`src/rtl/core/lfr_pkg.sv`:
```
// Shared types, constants and helpers for the latest-frame ring.
// Used by lfr_ctrl, lfr_dp and latest_frame_ring_unit; depends on nothing.
package lfr_pkg;

	localparam int RING_DEPTH = 4;
	localparam int IDX_W      = $clog2(RING_DEPTH);
	localparam int CNT_W      = $clog2(RING_DEPTH + 1);
	localparam int OP_W       = 3;
	localparam int KIND_W     = 2;
	localparam int HANDLE_W   = 32;
	localparam int STAMP_W    = 64;
	localparam int CTR_W      = 32;

	typedef logic [IDX_W-1:0] idx_t;
	typedef logic [CNT_W-1:0] cnt_t;

	typedef enum logic [OP_W-1:0] {
		OP_PUBLISH     = 3'd0,
		OP_PEEK        = 3'd1,
		OP_TAKE_NEWEST = 3'd2,
		OP_TAKE_OLDEST = 3'd3,
		OP_FLUSH       = 3'd4,
		OP_STATS       = 3'd5
	} op_t;

	typedef enum logic [KIND_W-1:0] {
		KIND_ACK   = 2'd0,
		KIND_FRAME = 2'd1,
		KIND_DROP  = 2'd2,
		KIND_NONE  = 2'd3
	} kind_t;

	typedef enum logic [2:0] {
		UPD_NONE,
		UPD_PUBLISH,
		UPD_TAKE_NEWEST,
		UPD_TAKE_OLDEST,
		UPD_FLUSH
	} upd_t;

	typedef enum logic {
		ST_IDLE,
		ST_RUN
	} state_t;

	// Commands from the controller to the datapath.
	typedef struct packed {
		logic  load;
		upd_t  upd;
		cnt_t  rd_off;
		logic  emit;
		idx_t  step;
		kind_t kind;
		logic  last;
		logic  wr;
	} cmd_t;

	// Ring status seen by the controller when it decodes an item.
	typedef struct packed {
		cnt_t fill;
		logic empty;
		logic full;
		logic null_handle;
	} status_t;

	// Slot that lies off entries after base, modulo the ring depth.
	// Both inputs stay below the depth plus one, so one subtract suffices.
	function automatic idx_t slot(idx_t base, cnt_t off);
		logic [CNT_W:0] sum;
		sum = (CNT_W+1)'(base) + (CNT_W+1)'(off);
		if (sum >= (CNT_W+1)'(RING_DEPTH)) begin
			sum = sum - (CNT_W+1)'(RING_DEPTH);
		end
		return idx_t'(sum);
	endfunction

endpackage

```
`src/rtl/core/lfr_ctrl.sv`:
```
// Controller of the latest-frame ring: decodes an item and sequences its results.
// Depends on lfr_pkg for the command, status and state types.
module lfr_ctrl (
	input  logic                           clk,
	input  logic                           arst_n,
	input  logic                           start,
	input  logic [lfr_pkg::OP_W-1:0]       op,
	input  lfr_pkg::status_t               st,
	output lfr_pkg::cmd_t                  cmd,
	output logic                           busy
);

	lfr_pkg::state_t state_q, state_d;
	lfr_pkg::idx_t   step_q;
	lfr_pkg::cnt_t   nres_q;
	lfr_pkg::kind_t  last_kind_q;
	logic            wr_q;

	lfr_pkg::cnt_t   nres_p;
	lfr_pkg::kind_t  last_kind_p;
	lfr_pkg::cnt_t   rd_off_p;
	lfr_pkg::upd_t   upd_p;
	logic            wr_p;
	logic            accept;
	logic            last_step;

	assign accept    = (state_q == lfr_pkg::ST_IDLE) && start;
	assign last_step = (lfr_pkg::CNT_W'(step_q) + lfr_pkg::CNT_W'(1)) == nres_q;

	// Work out how many results the item gives and what the last one is.
	always_comb begin
		nres_p      = lfr_pkg::CNT_W'(1);
		last_kind_p = lfr_pkg::KIND_NONE;
		rd_off_p    = '0;
		upd_p       = lfr_pkg::UPD_NONE;
		wr_p        = 1'b0;
		unique case (op)
			lfr_pkg::OP_PUBLISH: begin
				if (!st.null_handle) begin
					last_kind_p = lfr_pkg::KIND_ACK;
					upd_p       = lfr_pkg::UPD_PUBLISH;
					wr_p        = 1'b1;
					// A full ring first evicts its oldest entry.
					nres_p      = st.full ? lfr_pkg::CNT_W'(2) : lfr_pkg::CNT_W'(1);
				end
			end
			lfr_pkg::OP_STATS: begin
				last_kind_p = lfr_pkg::KIND_ACK;
			end
			lfr_pkg::OP_PEEK: begin
				if (!st.empty) begin
					last_kind_p = lfr_pkg::KIND_FRAME;
					rd_off_p    = st.fill - lfr_pkg::CNT_W'(1);
				end
			end
			lfr_pkg::OP_TAKE_NEWEST: begin
				if (!st.empty) begin
					last_kind_p = lfr_pkg::KIND_FRAME;
					nres_p      = st.fill;
					upd_p       = lfr_pkg::UPD_TAKE_NEWEST;
				end
			end
			lfr_pkg::OP_TAKE_OLDEST: begin
				if (!st.empty) begin
					last_kind_p = lfr_pkg::KIND_FRAME;
					upd_p       = lfr_pkg::UPD_TAKE_OLDEST;
				end
			end
			lfr_pkg::OP_FLUSH: begin
				if (!st.empty) begin
					last_kind_p = lfr_pkg::KIND_DROP;
					nres_p      = st.fill;
					upd_p       = lfr_pkg::UPD_FLUSH;
				end
			end
			default: begin
				last_kind_p = lfr_pkg::KIND_NONE;
			end
		endcase
	end

	always_comb begin
		state_d = state_q;
		unique case (state_q)
			lfr_pkg::ST_IDLE: begin
				if (start) begin
					state_d = lfr_pkg::ST_RUN;
				end
			end
			lfr_pkg::ST_RUN: begin
				if (last_step) begin
					state_d = lfr_pkg::ST_IDLE;
				end
			end
			default: begin
				state_d = lfr_pkg::ST_IDLE;
			end
		endcase
	end

	always_comb begin
		cmd.load   = accept;
		cmd.upd    = upd_p;
		cmd.rd_off = rd_off_p;
		cmd.emit   = (state_q == lfr_pkg::ST_RUN);
		cmd.step   = step_q;
		cmd.kind   = last_step ? last_kind_q : lfr_pkg::KIND_DROP;
		cmd.last   = last_step;
		cmd.wr     = (state_q == lfr_pkg::ST_RUN) && last_step && wr_q;
		busy       = (state_q == lfr_pkg::ST_RUN);
	end

	always_ff @(posedge clk or negedge arst_n) begin
		if (!arst_n) begin
			state_q     <= lfr_pkg::ST_IDLE;
			step_q      <= '0;
			nres_q      <= lfr_pkg::CNT_W'(1);
			last_kind_q <= lfr_pkg::KIND_NONE;
			wr_q        <= 1'b0;
		end else begin
			state_q <= state_d;
			if (accept) begin
				step_q      <= '0;
				nres_q      <= nres_p;
				last_kind_q <= last_kind_p;
				wr_q        <= wr_p;
			end else if (state_q == lfr_pkg::ST_RUN && !last_step) begin
				step_q <= step_q + lfr_pkg::IDX_W'(1);
			end
		end
	end

	a_step_in_range: assert property (@(posedge clk) disable iff (!arst_n)
		(state_q == lfr_pkg::ST_RUN) |-> (lfr_pkg::CNT_W'(step_q) < nres_q))
		else $error("result step ran past the result count");

	a_accept_runs: assert property (@(posedge clk) disable iff (!arst_n)
		(start && !busy) |=> (state_q == lfr_pkg::ST_RUN && step_q == '0))
		else $error("accepted item did not start its result sequence");

	a_write_on_last: assert property (@(posedge clk) disable iff (!arst_n)
		cmd.wr |-> (cmd.last && cmd.kind == lfr_pkg::KIND_ACK))
		else $error("store write outside the final publish result");

endmodule

```
`src/rtl/core/lfr_dp.sv`:
```
// Datapath of the latest-frame ring: entry stores, ring pointers, counters
// and the registered result outputs. Depends on lfr_pkg.
module lfr_dp (
	input  logic                               clk,
	input  logic                               arst_n,
	input  lfr_pkg::cmd_t                      cmd,
	input  logic [lfr_pkg::HANDLE_W-1:0]       frame_handle,
	input  logic [lfr_pkg::STAMP_W-1:0]        time_stamp,
	output lfr_pkg::status_t                   st,
	output logic                               strobe,
	output logic [lfr_pkg::KIND_W-1:0]         kind,
	output logic [lfr_pkg::HANDLE_W-1:0]       out_handle,
	output logic [lfr_pkg::STAMP_W-1:0]        out_stamp,
	output logic                               last,
	output logic [lfr_pkg::CTR_W-1:0]          produced_count,
	output logic [lfr_pkg::CTR_W-1:0]          dropped_count,
	output logic [lfr_pkg::CTR_W-1:0]          consumed_count,
	output logic [lfr_pkg::CNT_W-1:0]          held_count
);

	logic [lfr_pkg::HANDLE_W-1:0] handle_mem_q [lfr_pkg::RING_DEPTH];
	logic [lfr_pkg::STAMP_W-1:0]  stamp_mem_q  [lfr_pkg::RING_DEPTH];

	lfr_pkg::idx_t                oldest_q;
	lfr_pkg::cnt_t                fill_q;
	logic [lfr_pkg::CTR_W-1:0]    produced_q;
	logic [lfr_pkg::CTR_W-1:0]    dropped_q;
	logic [lfr_pkg::CTR_W-1:0]    consumed_q;

	lfr_pkg::idx_t                base_q;
	lfr_pkg::idx_t                wr_idx_q;
	logic [lfr_pkg::HANDLE_W-1:0] new_handle_q;
	logic [lfr_pkg::STAMP_W-1:0]  new_stamp_q;

	logic                         strobe_q;
	lfr_pkg::kind_t               kind_q;
	logic [lfr_pkg::HANDLE_W-1:0] out_handle_q;
	logic [lfr_pkg::STAMP_W-1:0]  out_stamp_q;
	logic                         last_q;

	lfr_pkg::idx_t                rd_idx;
	logic                         has_data;

	assign st.fill        = fill_q;
	assign st.empty       = (fill_q == '0);
	assign st.full        = (fill_q == lfr_pkg::CNT_W'(lfr_pkg::RING_DEPTH));
	assign st.null_handle = (frame_handle == '0);

	assign rd_idx   = lfr_pkg::slot(base_q, lfr_pkg::CNT_W'(cmd.step));
	assign has_data = (cmd.kind == lfr_pkg::KIND_FRAME) || (cmd.kind == lfr_pkg::KIND_DROP);

	// The new entry is written with the final result, after any eviction read.
	always_ff @(posedge clk) begin
		if (cmd.wr) begin
			handle_mem_q[wr_idx_q] <= new_handle_q;
			stamp_mem_q[wr_idx_q]  <= new_stamp_q;
		end
	end

	always_ff @(posedge clk) begin
		if (cmd.load) begin
			base_q       <= lfr_pkg::slot(oldest_q, cmd.rd_off);
			wr_idx_q     <= lfr_pkg::slot(oldest_q, fill_q);
			new_handle_q <= frame_handle;
			new_stamp_q  <= time_stamp;
		end
		if (cmd.emit) begin
			kind_q       <= cmd.kind;
			last_q       <= cmd.last;
			out_handle_q <= has_data ? handle_mem_q[rd_idx] : '0;
			out_stamp_q  <= has_data ? stamp_mem_q[rd_idx] : '0;
		end
	end

	// Ring pointers and counters jump to their final values when the item
	// is accepted, so every result of the item reports the same totals.
	always_ff @(posedge clk or negedge arst_n) begin
		if (!arst_n) begin
			oldest_q   <= '0;
			fill_q     <= '0;
			produced_q <= '0;
			dropped_q  <= '0;
			consumed_q <= '0;
			strobe_q   <= 1'b0;
		end else begin
			strobe_q <= cmd.emit;
			if (cmd.load) begin
				case (cmd.upd)
					lfr_pkg::UPD_PUBLISH: begin
						produced_q <= produced_q + lfr_pkg::CTR_W'(1);
						if (st.full) begin
							dropped_q <= dropped_q + lfr_pkg::CTR_W'(1);
							oldest_q  <= lfr_pkg::slot(oldest_q, lfr_pkg::CNT_W'(1));
						end else begin
							fill_q <= fill_q + lfr_pkg::CNT_W'(1);
						end
					end
					lfr_pkg::UPD_TAKE_NEWEST: begin
						dropped_q  <= dropped_q + lfr_pkg::CTR_W'(fill_q) - lfr_pkg::CTR_W'(1);
						consumed_q <= consumed_q + lfr_pkg::CTR_W'(1);
						fill_q     <= '0;
						oldest_q   <= '0;
					end
					lfr_pkg::UPD_TAKE_OLDEST: begin
						consumed_q <= consumed_q + lfr_pkg::CTR_W'(1);
						fill_q     <= fill_q - lfr_pkg::CNT_W'(1);
						if (fill_q == lfr_pkg::CNT_W'(1)) begin
							oldest_q <= '0;
						end else begin
							oldest_q <= lfr_pkg::slot(oldest_q, lfr_pkg::CNT_W'(1));
						end
					end
					lfr_pkg::UPD_FLUSH: begin
						dropped_q <= dropped_q + lfr_pkg::CTR_W'(fill_q);
						fill_q    <= '0;
						oldest_q  <= '0;
					end
					default: begin
						fill_q <= fill_q;
					end
				endcase
			end
		end
	end

	assign strobe         = strobe_q;
	assign kind           = kind_q;
	assign out_handle     = out_handle_q;
	assign out_stamp      = out_stamp_q;
	assign last           = last_q;
	assign produced_count = produced_q;
	assign dropped_count  = dropped_q;
	assign consumed_count = consumed_q;
	assign held_count     = fill_q;

	a_fill_bounded: assert property (@(posedge clk) disable iff (!arst_n)
		fill_q <= lfr_pkg::CNT_W'(lfr_pkg::RING_DEPTH))
		else $error("ring fill level above depth");

	a_emptied: assert property (@(posedge clk) disable iff (!arst_n)
		(cmd.load && (cmd.upd == lfr_pkg::UPD_FLUSH || cmd.upd == lfr_pkg::UPD_TAKE_NEWEST))
		|=> (fill_q == '0 && oldest_q == '0))
		else $error("ring not empty after flush or take newest");

endmodule

```
`src/rtl/core/latest_frame_ring_unit.sv`:
```
// Latest-frame ring: keeps the newest RING_DEPTH frame handles and stamps.
// An item is accepted when start is high and busy is low; busy then stays
// high while the item's results, 1 to RING_DEPTH of them, are emitted one
// result per cycle; each leaves the output register in the next cycle. The
// sequencer emits one entry per cycle through a single store read port.
// Reset clears counters and pointers; stores hold no reset.
module latest_frame_ring_unit (
	input  logic                               clk,
	input  logic                               arst_n,
	input  logic                               start,
	output logic                               busy,
	input  logic [lfr_pkg::OP_W-1:0]           op,
	input  logic [lfr_pkg::HANDLE_W-1:0]       frame_handle,
	input  logic [lfr_pkg::STAMP_W-1:0]        time_stamp,
	output logic                               strobe,
	output logic [lfr_pkg::KIND_W-1:0]         kind,
	output logic [lfr_pkg::HANDLE_W-1:0]       out_handle,
	output logic [lfr_pkg::STAMP_W-1:0]        out_stamp,
	output logic                               last,
	output logic [lfr_pkg::CTR_W-1:0]          produced_count,
	output logic [lfr_pkg::CTR_W-1:0]          dropped_count,
	output logic [lfr_pkg::CTR_W-1:0]          consumed_count,
	output logic [lfr_pkg::CNT_W-1:0]          held_count
);

	lfr_pkg::cmd_t    cmd;
	lfr_pkg::status_t st;

	lfr_ctrl u_ctrl (
		.clk    (clk),
		.arst_n (arst_n),
		.start  (start),
		.op     (op),
		.st     (st),
		.cmd    (cmd),
		.busy   (busy)
	);

	lfr_dp u_dp (
		.clk            (clk),
		.arst_n         (arst_n),
		.cmd            (cmd),
		.frame_handle   (frame_handle),
		.time_stamp     (time_stamp),
		.st             (st),
		.strobe         (strobe),
		.kind           (kind),
		.out_handle     (out_handle),
		.out_stamp      (out_stamp),
		.last           (last),
		.produced_count (produced_count),
		.dropped_count  (dropped_count),
		.consumed_count (consumed_count),
		.held_count     (held_count)
	);

endmodule
```
`config.mk`:
```
export PLATFORM = sky130hd
export DESIGN_NAME = latest_frame_ring_unit
export DESIGN_NICKNAME = d
export VERILOG_FILES = /design/src/rtl/core/lfr_pkg.sv /design/src/rtl/core/lfr_ctrl.sv /design/src/rtl/core/lfr_dp.sv /design/src/rtl/core/latest_frame_ring_unit.sv
export SDC_FILE = /design/constraint.sdc
export NUM_CORES = 1
export LEC_CHECK = 0
export BUFFER_PORTS_ARGS = -buffer_cell sky130_fd_sc_hd__buf_2
export CORE_MARGIN = 2
export CORE_UTILIZATION = 55
export DETAILED_ROUTE_END_ITERATION = 7
export GPL_ROUTABILITY_DRIVEN = 0
export MAX_ROUTING_LAYER = met4
export PLACE_DENSITY_LB_ADDON = 0.3
export SETUP_SLACK_MARGIN = 0.05
export SLEW_MARGIN = 15
export SYNTH_ARGS = -nofsm -noshare
export SYNTH_HDL_FRONTEND = slang
export SYNTH_SLANG_ARGS = --single-unit
```
`constraint.sdc`:
```
create_clock -name clk -period 12 [get_ports clk]
set_input_delay 0.6 -clock clk [delete_from_list [all_inputs] [get_ports clk]]
set_output_delay 0.6 -clock clk [all_outputs]
set_load 0.02 [all_outputs]
```
==> impl_metrics.csv <==
group,metric,value,unit
worst_setup_path,r2r_slack,8.10,ns
final_layout,final_common_cell,"edfxtp_1",
worst_setup_path,cp_max_fo,30,
cts,cts_hold_buffers,0,
routing,drt-vias-per-instance,5.900,
floorplanning,core,51200,sq um
cts,clkSlewWorstSetupHoldPaths,0.06,ns
floorplanning,io_pins,302,
place,port_buffers,301,
floorplanning,die_w,231.5,um
timing,grt_setup_unrepaired,"false",
timing,hold_viol_final,0,
cts,cts_root_buffer,"clkbuf_16",
timing,fin_worst_skew,0.02570,ns
logic_synthesis,syn_area,28470,sq um
worst_setup_path,r2r_start,"u_dp.held_count[0]$_DFFE_PN0P_",
cts,cts_buffer_depth,3,
timing,period_share,32.50,%
routing,vias,16610,
final_layout,post_route_cells_drive_above_1_share,27.00,%
worst_setup_path,start_kind,"flip-flop",
power,seqPwrFrac,42.2,%
grt,antenna_found_initial,6,
routing,drt_iter0_markers,1420,
grt,grtUsageTotal,24.18,%
routing,wl_per_cell,22.12,um
worst_setup_path,cp_data_required_time,12.50,ns
routing,wl_met2,30340,um
cts,clock_latency,0.61,ns
final_layout,area_growth_syn_to_layout,16.03,%
logic_synthesis,synth_seq_cells,694,
logic_synthesis,syn_inst,1764,
status,status,"finished, final reports clean",
timing,tightestPinTransition,1.129,ns
power,powerDensity,250.7,nW/um^2
routing,drc,0,
grt,grt_max_degree,78,
cts,cts-resized-gates,0,
routing,wl_met1,25190,um
timing,setup_tns,0,ns
cts,numClockSinks,694,
cts,htreeDepth,3,
power,comb_power_share,31.5,%
floorplanning,die-area,53590,sq um
power,sw_frac_of_total,32.98,%
logic_synthesis,synth_edf_count,583,
routing,top_layer_used,"met4",
cts,cts_made_buffers,72,
logic_synthesis,ys_async_sr_fraction,15.99,%
floorplanning,start_util,55.60,%
logic_synthesis,yosysSeqAreaShare,71.27,%
timing,fmax,0.2564,GHz
logic_synthesis,yosysWarnings,0,
power,leakage,11.99,nW
floorplanning,die_h,231.5,um
logic_synthesis,synth-main-ff-cell,"edfxtp_1",
worst_setup_path,ff2ff_path_depth,12,
timing,drv_slew,0,
worst_setup_path,r2r_end,"u_dp.dropped_count[17]$_DFFE_PN0P_",
final_layout,final_cell_mix,"583 x edfxtp_1, 300 x buf_2, 107 x dfrtp_1, 105 x nand2_1, 100 x nor2b_1",
power,power,8.279,mW
timing,final-setup-viol-count,0,
run,cap_viol_max_count,0,
grt,grt_remaining_overflow,0,
hold_path,hold_class,"input port to asynchronous set/reset pin",
power,switching_power,2.730,mW
worst_setup_path,critical_path_class,"flip-flop to flip-flop",
routing,wl_met3,5130,um
logic_synthesis,avgSynthCellArea,16.14,sq um
power,power_frac_clock,26.3,%
routing,ant_nets,0,
final_layout,nets,2198,
worst_setup_path,critPathArrivalTime,4.40,ns
logic_synthesis,ys_types,89,
timing,relSlewSlack,24.73,%
cts,postCtsSetupBuffers,0,
routing,wirelength,62290,um
logic_synthesis,synth_nets,1883,
grt,grt_pass1_vias,16630,
place,dpl.hpwl,38220,um
floorplanning,rows,83,
power,p_int,5.549,mW
cts,cts_tree,"yes",
routing,firstDrtPassIters,6,
timing,layout_min_cycle_time,3.900,ns
worst_setup_path,cp-end-kind,"flip-flop",
power,ir_drop,154.6,uV
grt,grt_pass1_wl,95640,um
-- power groups by stage --
stage          Sequential (mW)  Clock, mW  Combinational, mW
2_1_floorplan             3.77          0               1.61
3_3_place_gp              3.52          0               2.58
3_5_place_dp              3.54          0               2.63
4_1_cts                   3.49       2.22               2.65
5_1_grt                   3.54       2.31               2.85
6_report                  3.50       2.17               2.61
-- cells by family (layout without fill, tap and decap cells) --
| group | after synthesis | after routing | share of synthesized area [%] |
|---|---|---|---|
| AOI/OAI and AO/OA | 221 | 221 | 5.257 |
| xor gates and xnor gates | 114 | 114 | 3.560 |
| adders and majority gates | 17 | 17 | 0.7736 |
| buffers and inverters | 110 | 476 | 1.644 |
| DFF | 694 | 694 | 71.27 |
| muxes | 104 | 104 | 7.889 |
| other | 0 | 6 | 0 |
| and+or+nand+nor | 504 | 504 | 9.608 |
-- worst max-delay path by stage --
| stage | endpoint | start | slack, ns | cells past startpoint |
|---|---|---|---|---|
| final | u_dp.dropped_count[17]$_DFFE_PN0P_ | u_dp.held_count[0]$_DFFE_PN0P_ | 8.10 | 12 |
| after detailed placement | u_dp.dropped_count[17]$_DFFE_PN0P_ | u_dp.held_count[0]$_DFFE_PN0P_ | 8.13 | 12 |
| after global routing | u_dp.dropped_count[27]$_DFFE_PN0P_ | u_dp.held_count[0]$_DFFE_PN0P_ | 7.75 | 13 |
| after global placement | u_dp.dropped_count[17]$_DFFE_PN0P_ | u_dp.held_count[1]$_DFFE_PN0P_ | 8.28 | 12 |
| after CTS | u_dp.dropped_count[17]$_DFFE_PN0P_ | u_dp.held_count[0]$_DFFE_PN0P_ | 8.12 | 12 |
| after floorplan | u_dp.handle_mem_q[2][0]$_DFFE_PP_ | u_ctrl.busy$_DFF_PN0_ | 1.94 | 2 |
-- critical path, cell delays in order (launching register included) --
cell and delay (ns):
dfrtp_1 0.49, inv_1 0.13, ha_1 0.27, ha_1 0.33, nor4b_4 0.93, nor2_1 0.07, buf_4 0.25, o22a_1 0.21
buf_4 0.24, a221oi_1 0.42, a21o_1 0.18, mux2i_1 0.06, a21o_1 0.19
-- registers in the layout, indices dropped and copies added, names as in the netlist, 3 cells and up --
| signal | cells |
|---|---|
| u_ctrl.nres_q | 3 |
| u_dp.consumed_count | 32 |
| u_dp.dropped_count | 32 |
| u_dp.handle_mem_q | 128 |
| u_dp.held_count | 3 |
| u_dp.new_handle_q | 32 |
| u_dp.new_stamp_q | 64 |
| u_dp.out_handle | 32 |
| u_dp.out_stamp | 64 |
| u_dp.produced_count | 32 |
| u_dp.stamp_mem_q | 256 |
-- per-layer routing --
metal,global-route usage [%],vias to the layer above
li1,-,7450
met5,-,-
met2,38.21,736
met3,5.217,145
met4,7.762,0
met1,31.64,8283
-- cell usage after synthesis, types with 8 or more instances --
cell type,number,area (sq um)
a21oi_1,40,200.2
and3_1,24,150.1
inv_1,25,93.84
a31oi_1,14,87.58
nor3_1,33,165.2
nor4_1,14,87.58
mux4_2,96,2162
dfrtp_1,108,2703
xor2_1,45,394.1
nand4_1,25,156.4
nand2_1,105,394.1
edfxtp_1,583,17510
and4_1,11,96.34
xnor2_1,67,586.8
nor2b_1,100,625.6
ha_1,16,200.2
nor2_1,89,334.1
clkbuf_1,59,221.5
o21ai_0,52,260.3
nand3_1,55,275.3
buf_2,17,85.08
o31ai_1,8,60.06
o21ai_1,9,45.04
o22ai_1,12,75.07
-- stage by stage --
stage / setup slack, ns / cell area [sq um] / instances / hold WS (ns) / utilization [%]
after global routing: 7.754 / 33030 / 2815 / 0.1363 / 64.51
final: 8.100 / 33030 / 2816 / 0.1212 / 64.51
after detailed placement: 8.132 / 30710 / 2685 / 0.4553 / 59.99
after global placement: 8.283 / 30710 / 2685 / 0.4653 / 59.99
after CTS: 8.124 / 33010 / 2810 / 0.1222 / 64.48
after floorplan: 1.942 / 28470 / 1764 / 0.3044 / -
-- area by class of cell --
class	count	area, sq um
fillers	3576	18170
clock buffers	87	1901
diodes	6	15.01
repair buffers	326	1697
inverters	25	96.34
clock inverters	38	400.4
multi-input cells	960	7777
flip-flops and latches	694	20290
well taps	680	850.8
Note: power is estimated with default switching activity, not from simulation.
